### src/sv/bpvp_pkg.sv
package bpvp_pkg;

	localparam int PLANES    = 4;
	localparam int PLANE_W   = 2;
	localparam int LANE_W    = 32;
	localparam int PIX_W     = 16;
	localparam int IDX_W     = 4;
	localparam int ROW_W     = PLANES * LANE_W;
	localparam int S_TDATA_W = 8 * PIX_W;
	// plane + word_index + word_data, padded to whole bytes
	localparam int M_FIELD_W = PLANE_W + IDX_W + LANE_W;
	localparam int M_TDATA_W = ((M_FIELD_W + 7) / 8) * 8;

	typedef enum logic [0:0] {
		ST_IDLE,
		ST_BURST
	} state_t;

	// top to drain
	typedef struct packed {
		logic start;
	} drain_ctl_t;

	// drain to top
	typedef struct packed {
		logic rd_en;
		logic done;
	} drain_sts_t;

endpackage

### src/sv/bpvp_ram.sv
module bpvp_ram #(
	parameter int WIDTH = 128,
	parameter int DEPTH = 16,
	localparam int AW = (DEPTH > 1) ? $clog2(DEPTH) : 1
) (
	input  logic             clk,
	input  logic             we,
	input  logic [AW-1:0]    waddr,
	input  logic [WIDTH-1:0] wdata,
	input  logic             re,
	input  logic [AW-1:0]    raddr,
	output logic [WIDTH-1:0] rdata
);

	logic [WIDTH-1:0] mem [DEPTH];

	always_ff @(posedge clk) begin
		if (we) begin
			mem[waddr] <= wdata;
		end
		if (re) begin
			rdata <= mem[raddr];
		end
	end

endmodule

### src/sv/bpvp_drain.sv
module bpvp_drain
	import bpvp_pkg::*;
#(
	parameter int WORDS_PER_VECTOR = 16,
	localparam int AW = (WORDS_PER_VECTOR > 1) ? $clog2(WORDS_PER_VECTOR) : 1
) (
	input  logic                 clk,
	input  logic                 arst_n,
	input  drain_ctl_t           ctl,
	output drain_sts_t           sts,
	output logic [AW-1:0]        rd_addr,
	input  logic                 row_valid,
	input  logic [ROW_W-1:0]     rd_data,
	output logic                 m_tvalid,
	input  logic                 m_tready,
	output logic [M_TDATA_W-1:0] m_tdata,
	output logic                 m_tlast
);

	logic               active_q;
	logic [PLANE_W-1:0] plane_q;
	logic [AW-1:0]      widx_q;

	logic               vld_s1;
	logic [PLANE_W-1:0] plane_s1;
	logic [AW-1:0]      widx_s1;
	logic               last_s1;
	logic               rowv_s1;

	logic               m_tvalid_q;
	logic [M_TDATA_W-1:0] m_tdata_q;
	logic               m_tlast_q;

	logic               s1_move;
	logic               rd_en;
	logic               row_end;
	logic               issue_last;
	logic [LANE_W-1:0]  lane;

	assign row_end    = (widx_q == AW'(WORDS_PER_VECTOR - 1));
	assign issue_last = row_end && (plane_q == PLANE_W'(PLANES - 1));
	// the ram output register only advances when s1 is empty or the word in s1 can move on
	assign s1_move    = vld_s1 && (!m_tvalid_q || m_tready);
	assign rd_en      = active_q && (!vld_s1 || s1_move);
	assign rd_addr    = widx_q;
	assign lane       = rd_data[plane_s1 * LANE_W +: LANE_W];

	assign sts.rd_en  = rd_en;
	assign sts.done   = rd_en && issue_last;

	always_ff @(posedge clk or negedge arst_n) begin
		if (!arst_n) begin
			active_q <= 1'b0;
			plane_q  <= '0;
			widx_q   <= '0;
		end else if (ctl.start) begin
			active_q <= 1'b1;
			plane_q  <= '0;
			widx_q   <= '0;
		end else if (rd_en) begin
			if (issue_last) begin
				active_q <= 1'b0;
			end else if (row_end) begin
				widx_q  <= '0;
				plane_q <= plane_q + 1'b1;
			end else begin
				widx_q <= widx_q + 1'b1;
			end
		end
	end

	always_ff @(posedge clk or negedge arst_n) begin
		if (!arst_n) begin
			vld_s1 <= 1'b0;
		end else if (rd_en) begin
			vld_s1 <= 1'b1;
		end else if (s1_move) begin
			vld_s1 <= 1'b0;
		end
	end

	always_ff @(posedge clk) begin
		if (rd_en) begin
			plane_s1 <= plane_q;
			widx_s1  <= widx_q;
			last_s1  <= issue_last;
			rowv_s1  <= row_valid;
		end
	end

	always_ff @(posedge clk or negedge arst_n) begin
		if (!arst_n) begin
			m_tvalid_q <= 1'b0;
		end else if (s1_move) begin
			m_tvalid_q <= 1'b1;
		end else if (m_tready) begin
			m_tvalid_q <= 1'b0;
		end
	end

	always_ff @(posedge clk) begin
		if (s1_move) begin
			m_tdata_q <= M_TDATA_W'({(rowv_s1 ? lane : LANE_W'(0)), IDX_W'(widx_s1),
				plane_s1});
			m_tlast_q <= last_s1;
		end
	end

	assign m_tvalid = m_tvalid_q;
	assign m_tdata  = m_tdata_q;
	assign m_tlast  = m_tlast_q;

	a_no_read_when_blocked: assert property (@(posedge clk) disable iff (!arst_n)
		(vld_s1 && m_tvalid_q && !m_tready) |-> !rd_en)
		else $error("ram read issued while s1 word is blocked");

	a_done_stops: assert property (@(posedge clk) disable iff (!arst_n)
		(sts.done && !ctl.start) |=> !active_q)
		else $error("drain still active after last read");

endmodule

### src/sv/bayer_plane_vector_packer.sv
// start: a word that completes a vector (or an end-of-image word with flush on) starts a
//   burst; each plane word is read from the ram into s1, then registered at the output
// throughput: one input word per cycle while filling, none during a burst; a burst sends
//   4*WORDS_PER_VECTOR words from the single ram read port, one per cycle while m_tready=1
// reset: flush_partial = 1, fill position 0, all row valid bits cleared so every plane
//   word reads as zero; valid bits clear at once, no clearing pass
module bayer_plane_vector_packer
	import bpvp_pkg::*;
#(
	parameter int WORDS_PER_VECTOR = 16,
	parameter int PIXEL_BITS       = 16
) (
	input  logic                 clk,
	input  logic                 arst_n,
	// configuration write: flush_partial
	input  logic                 cfg_valid,
	output logic                 cfg_ready,
	input  logic                 cfg_data,
	// slave side
	input  logic                 s_tvalid,
	output logic                 s_tready,
	// top_pixel_0..3, bottom_pixel_0..3, 16 bits each, lowest first
	input  logic [S_TDATA_W-1:0] s_tdata,
	input  logic                 s_tlast,     // end_of_image
	// master side
	output logic                 m_tvalid,
	input  logic                 m_tready,
	// plane[1:0], word_index[5:2], word_data[37:6], zero pad
	output logic [M_TDATA_W-1:0] m_tdata,
	output logic                 m_tlast      // last
);

	localparam int AW = (WORDS_PER_VECTOR > 1) ? $clog2(WORDS_PER_VECTOR) : 1;
	localparam logic [PIX_W-1:0] PIX_MASK = PIX_W'((1 << PIXEL_BITS) - 1);

	state_t state_q, state_d;

	logic                        flush_q;
	logic [AW-1:0]               fill_pos_q;
	logic [WORDS_PER_VECTOR-1:0] row_vld_q;
	logic                        eoi_q;

	logic                        s_acc;
	logic                        full_hit;
	logic                        go_burst;
	logic [PIX_W-1:0]            pix [8];
	logic [ROW_W-1:0]            row_wdata;

	logic [AW-1:0]               rd_addr;
	logic [ROW_W-1:0]            rd_data;
	drain_ctl_t                  ctl;
	drain_sts_t                  sts;

	// configuration register, always ready; it only matters at end of image
	assign cfg_ready = 1'b1;

	always_ff @(posedge clk or negedge arst_n) begin
		if (!arst_n) begin
			flush_q <= 1'b1;
		end else if (cfg_valid && cfg_ready) begin
			flush_q <= cfg_data;
		end
	end

	// unpack the quad and build one ram row: lane p holds plane p
	always_comb begin
		for (int i = 0; i < 8; i++) begin
			pix[i] = s_tdata[i*PIX_W +: PIX_W] & PIX_MASK;
		end
	end

	// plane 0 even-even, 1 even-odd, 2 odd-even, 3 odd-odd; first pixel in low half
	always_comb begin
		for (int p = 0; p < PLANES; p++) begin
			row_wdata[p*LANE_W +: LANE_W] = LANE_W'(pix[(p/2)*4 + (p%2)])
				| (LANE_W'(pix[(p/2)*4 + (p%2) + 2]) << PIXEL_BITS);
		end
	end

	assign s_acc    = s_tvalid && s_tready;
	assign full_hit = (fill_pos_q == AW'(WORDS_PER_VECTOR - 1));
	assign go_burst = s_acc && (full_hit || (s_tlast && flush_q));
	assign ctl.start = go_burst;

	// next state
	always_comb begin
		state_d = state_q;
		unique case (state_q)
			ST_IDLE: begin
				if (go_burst) begin
					state_d = ST_BURST;
				end
			end
			ST_BURST: begin
				if (sts.done) begin
					state_d = ST_IDLE;
				end
			end
			default: state_d = ST_IDLE;
		endcase
	end

	// outputs of the state machine
	always_comb begin
		unique case (state_q)
			ST_IDLE:  s_tready = 1'b1;
			ST_BURST: s_tready = 1'b0;
			default:  s_tready = 1'b0;
		endcase
	end

	always_ff @(posedge clk or negedge arst_n) begin
		if (!arst_n) begin
			state_q <= ST_IDLE;
		end else begin
			state_q <= state_d;
		end
	end

	// fill position: back to 0 on a burst or on end of image
	always_ff @(posedge clk or negedge arst_n) begin
		if (!arst_n) begin
			fill_pos_q <= '0;
		end else if (s_acc) begin
			if (go_burst || s_tlast) begin
				fill_pos_q <= '0;
			end else begin
				fill_pos_q <= fill_pos_q + 1'b1;
			end
		end
	end

	always_ff @(posedge clk or negedge arst_n) begin
		if (!arst_n) begin
			eoi_q <= 1'b0;
		end else if (s_acc) begin
			eoi_q <= s_tlast;
		end
	end

	// row valid bits stand in for clearing the ram at reset and at end of image;
	// an image that ends with a burst is cleared once the burst has been read
	always_ff @(posedge clk or negedge arst_n) begin
		if (!arst_n) begin
			row_vld_q <= '0;
		end else if (s_acc && s_tlast && !go_burst) begin
			row_vld_q <= '0;
		end else if (s_acc) begin
			row_vld_q[fill_pos_q] <= 1'b1;
		end else if (sts.done && eoi_q) begin
			row_vld_q <= '0;
		end
	end

	// one row per fill position, all four planes side by side
	bpvp_ram #(
		.WIDTH (ROW_W),
		.DEPTH (WORDS_PER_VECTOR)
	) u_ram (
		.clk   (clk),
		.we    (s_acc),
		.waddr (fill_pos_q),
		.wdata (row_wdata),
		.re    (sts.rd_en),
		.raddr (rd_addr),
		.rdata (rd_data)
	);

	// burst read sequencer and output register
	bpvp_drain #(
		.WORDS_PER_VECTOR (WORDS_PER_VECTOR)
	) u_drain (
		.clk       (clk),
		.arst_n    (arst_n),
		.ctl       (ctl),
		.sts       (sts),
		.rd_addr   (rd_addr),
		.row_valid (row_vld_q[rd_addr]),
		.rd_data   (rd_data),
		.m_tvalid  (m_tvalid),
		.m_tready  (m_tready),
		.m_tdata   (m_tdata),
		.m_tlast   (m_tlast)
	);

	a_full_starts_burst: assert property (@(posedge clk) disable iff (!arst_n)
		(s_acc && full_hit) |=> (state_q == ST_BURST))
		else $error("full vector did not start a burst");

	a_eoi_resets_pos: assert property (@(posedge clk) disable iff (!arst_n)
		(s_acc && s_tlast) |=> (fill_pos_q == '0))
		else $error("fill position not reset after end of image");

	a_reads_only_in_burst: assert property (@(posedge clk) disable iff (!arst_n)
		sts.rd_en |-> (state_q == ST_BURST))
		else $error("ram read outside a burst");

	a_eoi_clears_rows: assert property (@(posedge clk) disable iff (!arst_n)
		(s_acc && s_tlast && !go_burst) |=> (row_vld_q == '0))
		else $error("rows still valid after end of image");

endmodule
### config.mk
export PLATFORM = sky130hd
export DESIGN_NAME = bayer_plane_vector_packer
export DESIGN_NICKNAME = d
export VERILOG_FILES = /design/src/sv/bpvp_pkg.sv /design/src/sv/bpvp_ram.sv /design/src/sv/bpvp_drain.sv /design/src/sv/bayer_plane_vector_packer.sv
export SDC_FILE = /design/constraint.sdc
export NUM_CORES = 2
export LEC_CHECK = 0
export BUFFER_PORTS_ARGS = -buffer_cell sky130_fd_sc_hd__buf_2
export CORE_UTILIZATION = 45
export CTS_CLUSTER_SIZE = 20
export DETAILED_ROUTE_END_ITERATION = 16
export RECOVER_POWER = 25
export SYNTH_ARGS = -nofsm -noshare
export SYNTH_HDL_FRONTEND = slang
export SYNTH_SLANG_ARGS = --single-unit
### constraint.sdc
create_clock -name clk -period 21.9 [get_ports clk]
set_input_delay 0 -clock clk [delete_from_list [all_inputs] [get_ports clk]]
set_output_delay 0 -clock clk [all_outputs]
set_load 0.02 [all_outputs]
Word level (Yosys, flattened, before mapping):

Memory sizes are Yosys's and may differ from the RTL's. A register that Yosys moved wholly into a read port is not among the register bits.
Index checks and enable logic that the tools add are counted.

* add/subtract/negate cells: 3
* multiply operators: 0
* divide/modulo/power cells: 0
* $lt $le $gt $ge: 3
* equal/unequal tests: 4
* shifts and indexed selects: 1
* multiplexer cells: 29
* bitwise gates (word level): 6
* reduce and logical (&&, ||, !) cells: 27

Operators with widths (number)
* 16-bit by 32-bit bitwise OR with 32-bit output: 4
* 128-bit by 8-bit indexed part select with 32-bit output: 1
* 16-bit 2-to-1 mux: 3
* 4-bit 2-to-1 mux: 5
* 16-bit bitwise OR: 1
* 1-bit 2-to-1 mux: 13
* 1-bit logical AND: 11
* 4-bit by 5-bit less-than comparator with 1-bit output (second input constant): 2
* 2-bit nonzero test: 5
* 4-bit by 1-bit adder with 4-bit output (second input constant): 2
* 4-bit equality test (second input constant): 2
* 2-bit 2-to-1 mux: 4
* 1-bit binary-select mux with 4-bit select: 1
* 1-bit demux with 4-bit select: 1
* 4-bit by 1-bit greater-or-equal comparator with 1-bit output (second input constant): 1
* 1-bit logical OR: 4
* 1-bit one-hot mux with 2 select lines: 2
* 2-bit AND reduction: 2
* 1-bit zero test: 3
* 3-bit AND reduction: 1
* 3-bit nonzero test: 1
* 2-bit by 1-bit adder with 2-bit output (second input constant): 1
* 2-bit equality test (second input constant): 1
* 2-bit inequality test (second input constant): 1
* 1-bit NOT: 1

* register bits after elaboration: 79
* bits in latches: 0
* bits in writable memories: 2048
* memory bits (read-only): 0
* input bits: 135
* output and inout bits: 44
* memories: 1

Memory list
* u_ram.mem: depth 16, width 128, rd ports 1, clocked after Yosys merged registers in 1, write ports 1, RTL line bpvp_ram.sv:15 `logic [WIDTH-1:0] mem [DEPTH];`

Longest topological paths before layout:

* depth in word-level cells: 10
* mapped depth: 8
* gate-level depth less buffers: 5

By module:

A second synthesis with hierarchy kept.

* cell total of the unflattened synthesis: 3637
* area total of the unflattened synthesis: 84776.3 um2

By module, submodules not included
* bpvp_ram: instances 1, cells each 3365, area each 80612.3 um2, sequential area each 65342.7 um2
* bpvp_drain: instances 1, cells each 177, area each 2992.9 um2, sequential area each 1636.6 um2
* bayer_plane_vector_packer: instances 1, cells each 95, area each 1171.1 um2, sequential area each 576.8 um2

Worst setup path after synthesis:

No wires, ideal clock.

* kind: register -> register
* start: reg state_q
* end: mem u_ram.mem[0][0] (enable)
* library setup time: 0.772 ns
* arrival time: 9.608 ns
* required time: 21.128 ns
* setup slack: 11.520 ns
* cell stages (with the launch flop): 5
* buffers on the path: 1
* clock period less this slack: 10.380 ns
* cell sequence: dfrtp_1 > nor2b_1 > clkbuf_1 > nand2_1 > nor3_1

* word-level cells in the longest chain between the ends: 5

RTL lines
* start: declaration: RTL line bayer_plane_vector_packer.sv:36 `state_t state_q, state_d;`
* start signal: assignment: RTL line bayer_plane_vector_packer.sv:116 `state_q <= state_d;`
* 1-bit NOT: RTL line bayer_plane_vector_packer.sv:105 `unique case (state_q)`
* 1-bit one-hot mux with 2 select lines (*): RTL line bayer_plane_vector_packer.sv:105
* 1-bit logical AND (*): RTL line bayer_plane_vector_packer.sv:80 `assign s_acc = s_tvalid && s_tready;`
* 1-bit 2-to-1 mux (*): RTL line bpvp_ram.sv:18 `if (we) begin`
* 1-bit 2-to-1 mux (implied by the code) (*): RTL line bpvp_ram.sv:19 `mem[waddr] <= wdata;`
* end: declaration: RTL line bpvp_ram.sv:15

Mark *: on every way between the ends. The rest lies on a longest branch, timed or not.

==> qor.txt <==
Rows: 161
Crit-path slowest cell: buf_4
Non-Filler Instances: 7221
Post-route ant nets: 0
Async set-reset flop share out of synthesis: 0.0142
Sequential-to-total area share from yosys stat: 0.776
Layout cells sized above 1: 0.205
Worst slew pin tran: 1.29 ns
Hold Worst Slack: 0.132 ns
Worst-Skew Late Latency: 0.87 ns
Die Y: 442 um
Cell family with most CP delay: buffers and inverters
Fin. Hold Viols: 0
Worst slew margin: 0.143
Synth cell types: 44
Final min period: 5.01 ns
GRT busiest layer: met2
Post-CTS Setup Bufs: 0
CTS tree: yes
Sequential share of power: 0.440
Worst-path cell chain: buf_12, buf_4, buf_4, buf_12, mux4_2, a22oi_1, nand2_1
Number of max-cap violations: 0
Hpwl dp: 113000 um
Largest net degree at the start of global routing: 112
Number of CTS-inserted buffers: 221
Maximum VDD drop: 0.000110 V
RSZ-0062 raised after global routing: no
Vias in the first global route: 43000
Initial antenna violation count: 42
DRT iter0 DRCs: 3945
Met3 Track Usage GR: 0.0363
Die area: 0.195 mm^2
Leading cell types in the layout, fill and taps excluded: edfxtp_1, mux2i_1, mux4_2
Number of synthesized flops with an enable pin: 2223
Htree depth: 4
Ys flop type: edfxtp_1
Starting Density: 0.452
Die width: 442 um
Vias per inst: 5.93
Pwr Density: 124 mW/mm^2
Yosys reg bits: 2255
Switch Pwr: 3.77 mW
Period utilization: 0.229
All-layer global routing usage: 0.226
CP required: 22.50 ns
Root Driver: clkbuf_16
Post-Place Cells: 6655
Crit path buffers/inverters: 4
Post-route cell area: 0.0990 mm^2
Mapped Cells: 4103
Total Wirelength: 223000 um
Outcome: finished clean
Critical Path Max Stage Delay: 0.80 ns
Maximum buffer depth of the clock tree: 3
Critical path type: flop to flop
# setup viols final: 0
Io pins: 179
Worst EP arrival: 5.61 ns
Cell Int Power: 8.46 mW
Total Nets Final: 4641
CTS clk-pin slew, worst paths: 0.06 ns
First drt pass iteration count: 5
Class of the worst hold path: input port to flop
Commonest non-fill, non-tap cell in the layout: edfxtp_1
Yosys warnings: 0
CP max FO: 109
Max-slew violation count: 0
Layout area overhead: 13.7%
GPL Wtd Cong: 0.792
Synthesized area: 0.0870 mm^2
Setup skew after layout: 0.0546 ns
Vias: 42800
Global-route wire length before repair: 316000 um
Clk pwr share: 0.302
Sw Share: 0.308
Wire per inst: 30.9 um
CTS sink cnt: 2255
Placed Area: 0.0905 mm^2
Setup TNS Final: 0 ns
Overflow after GRT: 0
GR Layer Usage met1: 0.302
Pleak: 32.4 nW
Endpoint class of the critical path: flop
Core Area: 0.192 mm^2
Critical path launch point type: flop
DRC: 0
Peak Freq: 199 MHz
Gate power share: 0.259
Avg Synthesized Cell Area: 21.2 um^2
Met2 usage: 0.382
Port buffer count: 175
Post-cts gate resize count: 0
[Yosys cell counts, drive strengths merged (3+ instances only)]
| cell type | number | area [um^2] |
|---|---|---|
| nor3 | 4 | 20.0 |
| nor2 | 27 | 101 |
| and2 | 38 | 238 |
| inv | 6 | 22.5 |
| a21o | 5 | 37.5 |
| nand2b | 5 | 31.3 |
| a31oi | 12 | 75.1 |
| edfxtp | 2223 | 66800 |
| a221oi | 258 | 3260 |
| nand2 | 140 | 526 |
| nand4 | 3 | 18.8 |
| nor2b | 5 | 31.3 |
| a22oi | 129 | 968 |
| and3 | 5 | 31.3 |
| clkbuf | 84 | 338 |
| mux4 | 290 | 6530 |
| dfrtp | 31 | 776 |
| ha | 6 | 75.1 |
| o21ai | 133 | 666 |
| a21oi | 6 | 30.0 |
| mux2i | 518 | 5180 |
| buf | 153 | 1110 |
| nand3b | 3 | 22.5 |
[layer usage]
layer	routed length, um	up-vias
met5	61	-
met4	5960	10
li1	-	18100
met3	13400	332
met1	91900	23000
met2	112000	1439
[state kept, by name, indices dropped and copies added (netlist names), 2 cells and up]
name              flops
u_drain.rd_addr       4
u_ram.rdata         128
row_vld_q            16
u_drain.m_tdata      38
u_ram.mem          2048
u_drain.widx_s1       4
u_drain.plane_q       2
fill_pos_q            4
u_drain.plane_s1      2
[final timing paths]
| check | start | endpoint | slack, ns | depth (start not counted) |
|---|---|---|---|---|
| setup / recovery | u_drain.rd_addr[0]$_DFFE_PN0P_ | u_ram.rdata[78]$_DFFE_PP_ | 16.89 | 7 |
| hold / removal | s_tdata[109] | u_ram.mem[11][93]$_DFFE_PP_ | 0.13 | 2 |
| setup reg to reg | u_drain.rd_addr[0]$_DFFE_PN0P_ | u_ram.rdata[78]$_DFFE_PP_ | 16.89 | 7 |
| hold reg to reg | u_drain.last_s1$_DFFE_PP_ | u_drain.m_tlast$_DFFE_PP_ | 0.42 | 0 |
| max in group asynchronous | arst_n | u_drain.rd_addr[2]$_DFFE_PN0P_ | 21.43 | 4 |
| min in group asynchronous | arst_n | fill_pos_q[1]$_DFFE_PN0P_ | 0.24 | 4 |
[per-stage QoR]
stage / power (mW) / setup slack (ns) / utilization
after detailed placement: 8.64 / 16.77 / 0.471
after floorplan: 7.64 / 11.52 / -
after global routing: 12.7 / 16.50 / 0.514
final: 12.2 / 16.89 / 0.514
after CTS: 12.3 / 16.76 / 0.515
after global placement: 8.62 / 16.77 / 0.471
[cell families after synthesis]
kind of cell / after synthesis / synth area share
DFF: 2255 / 0.776
muxes: 809 / 0.135
AOI/OAI and AO/OA: 551 / 0.0586
buffers and inverters: 243 / 0.0169
and+or+nand+nor: 235 / 0.0121
adders and majority gates: 6 / 0.000863
other: 2 / 0.0000863
xor gates and xnor gates: 2 / 0.000201
[area by class of cell]
type / instances / area (um^2)
sequential: 2255 / 67600
inverter: 6 / 35.0
multi-input combinational: 1606 / 18100
antenna: 13 / 32.5
tap: 2526 / 3160
clock inverter: 125 / 1200
timing repair buffer: 410 / 3050
clock buffer: 280 / 5800
fill: 15000 / 93400
[power groups by stage]
stage | sequential, mW | combinational (mW) | clock, mW
2_1_floorplan | 5.32 | 2.31 | 0
3_3_place_gp | 5.46 | 3.15 | 0
3_5_place_dp | 5.46 | 3.17 | 0
4_1_cts | 5.38 | 3.21 | 3.75
5_1_grt | 5.39 | 3.38 | 3.90
6_report | 5.38 | 3.17 | 3.69
[timing repair]
item                                     CTS  global route
endpoints found under the hold margin   2114             0
endpoints found under the setup margin     0             0
hold buffers                             148             0
No activity file was read; power rests on OpenSTA's default activity.
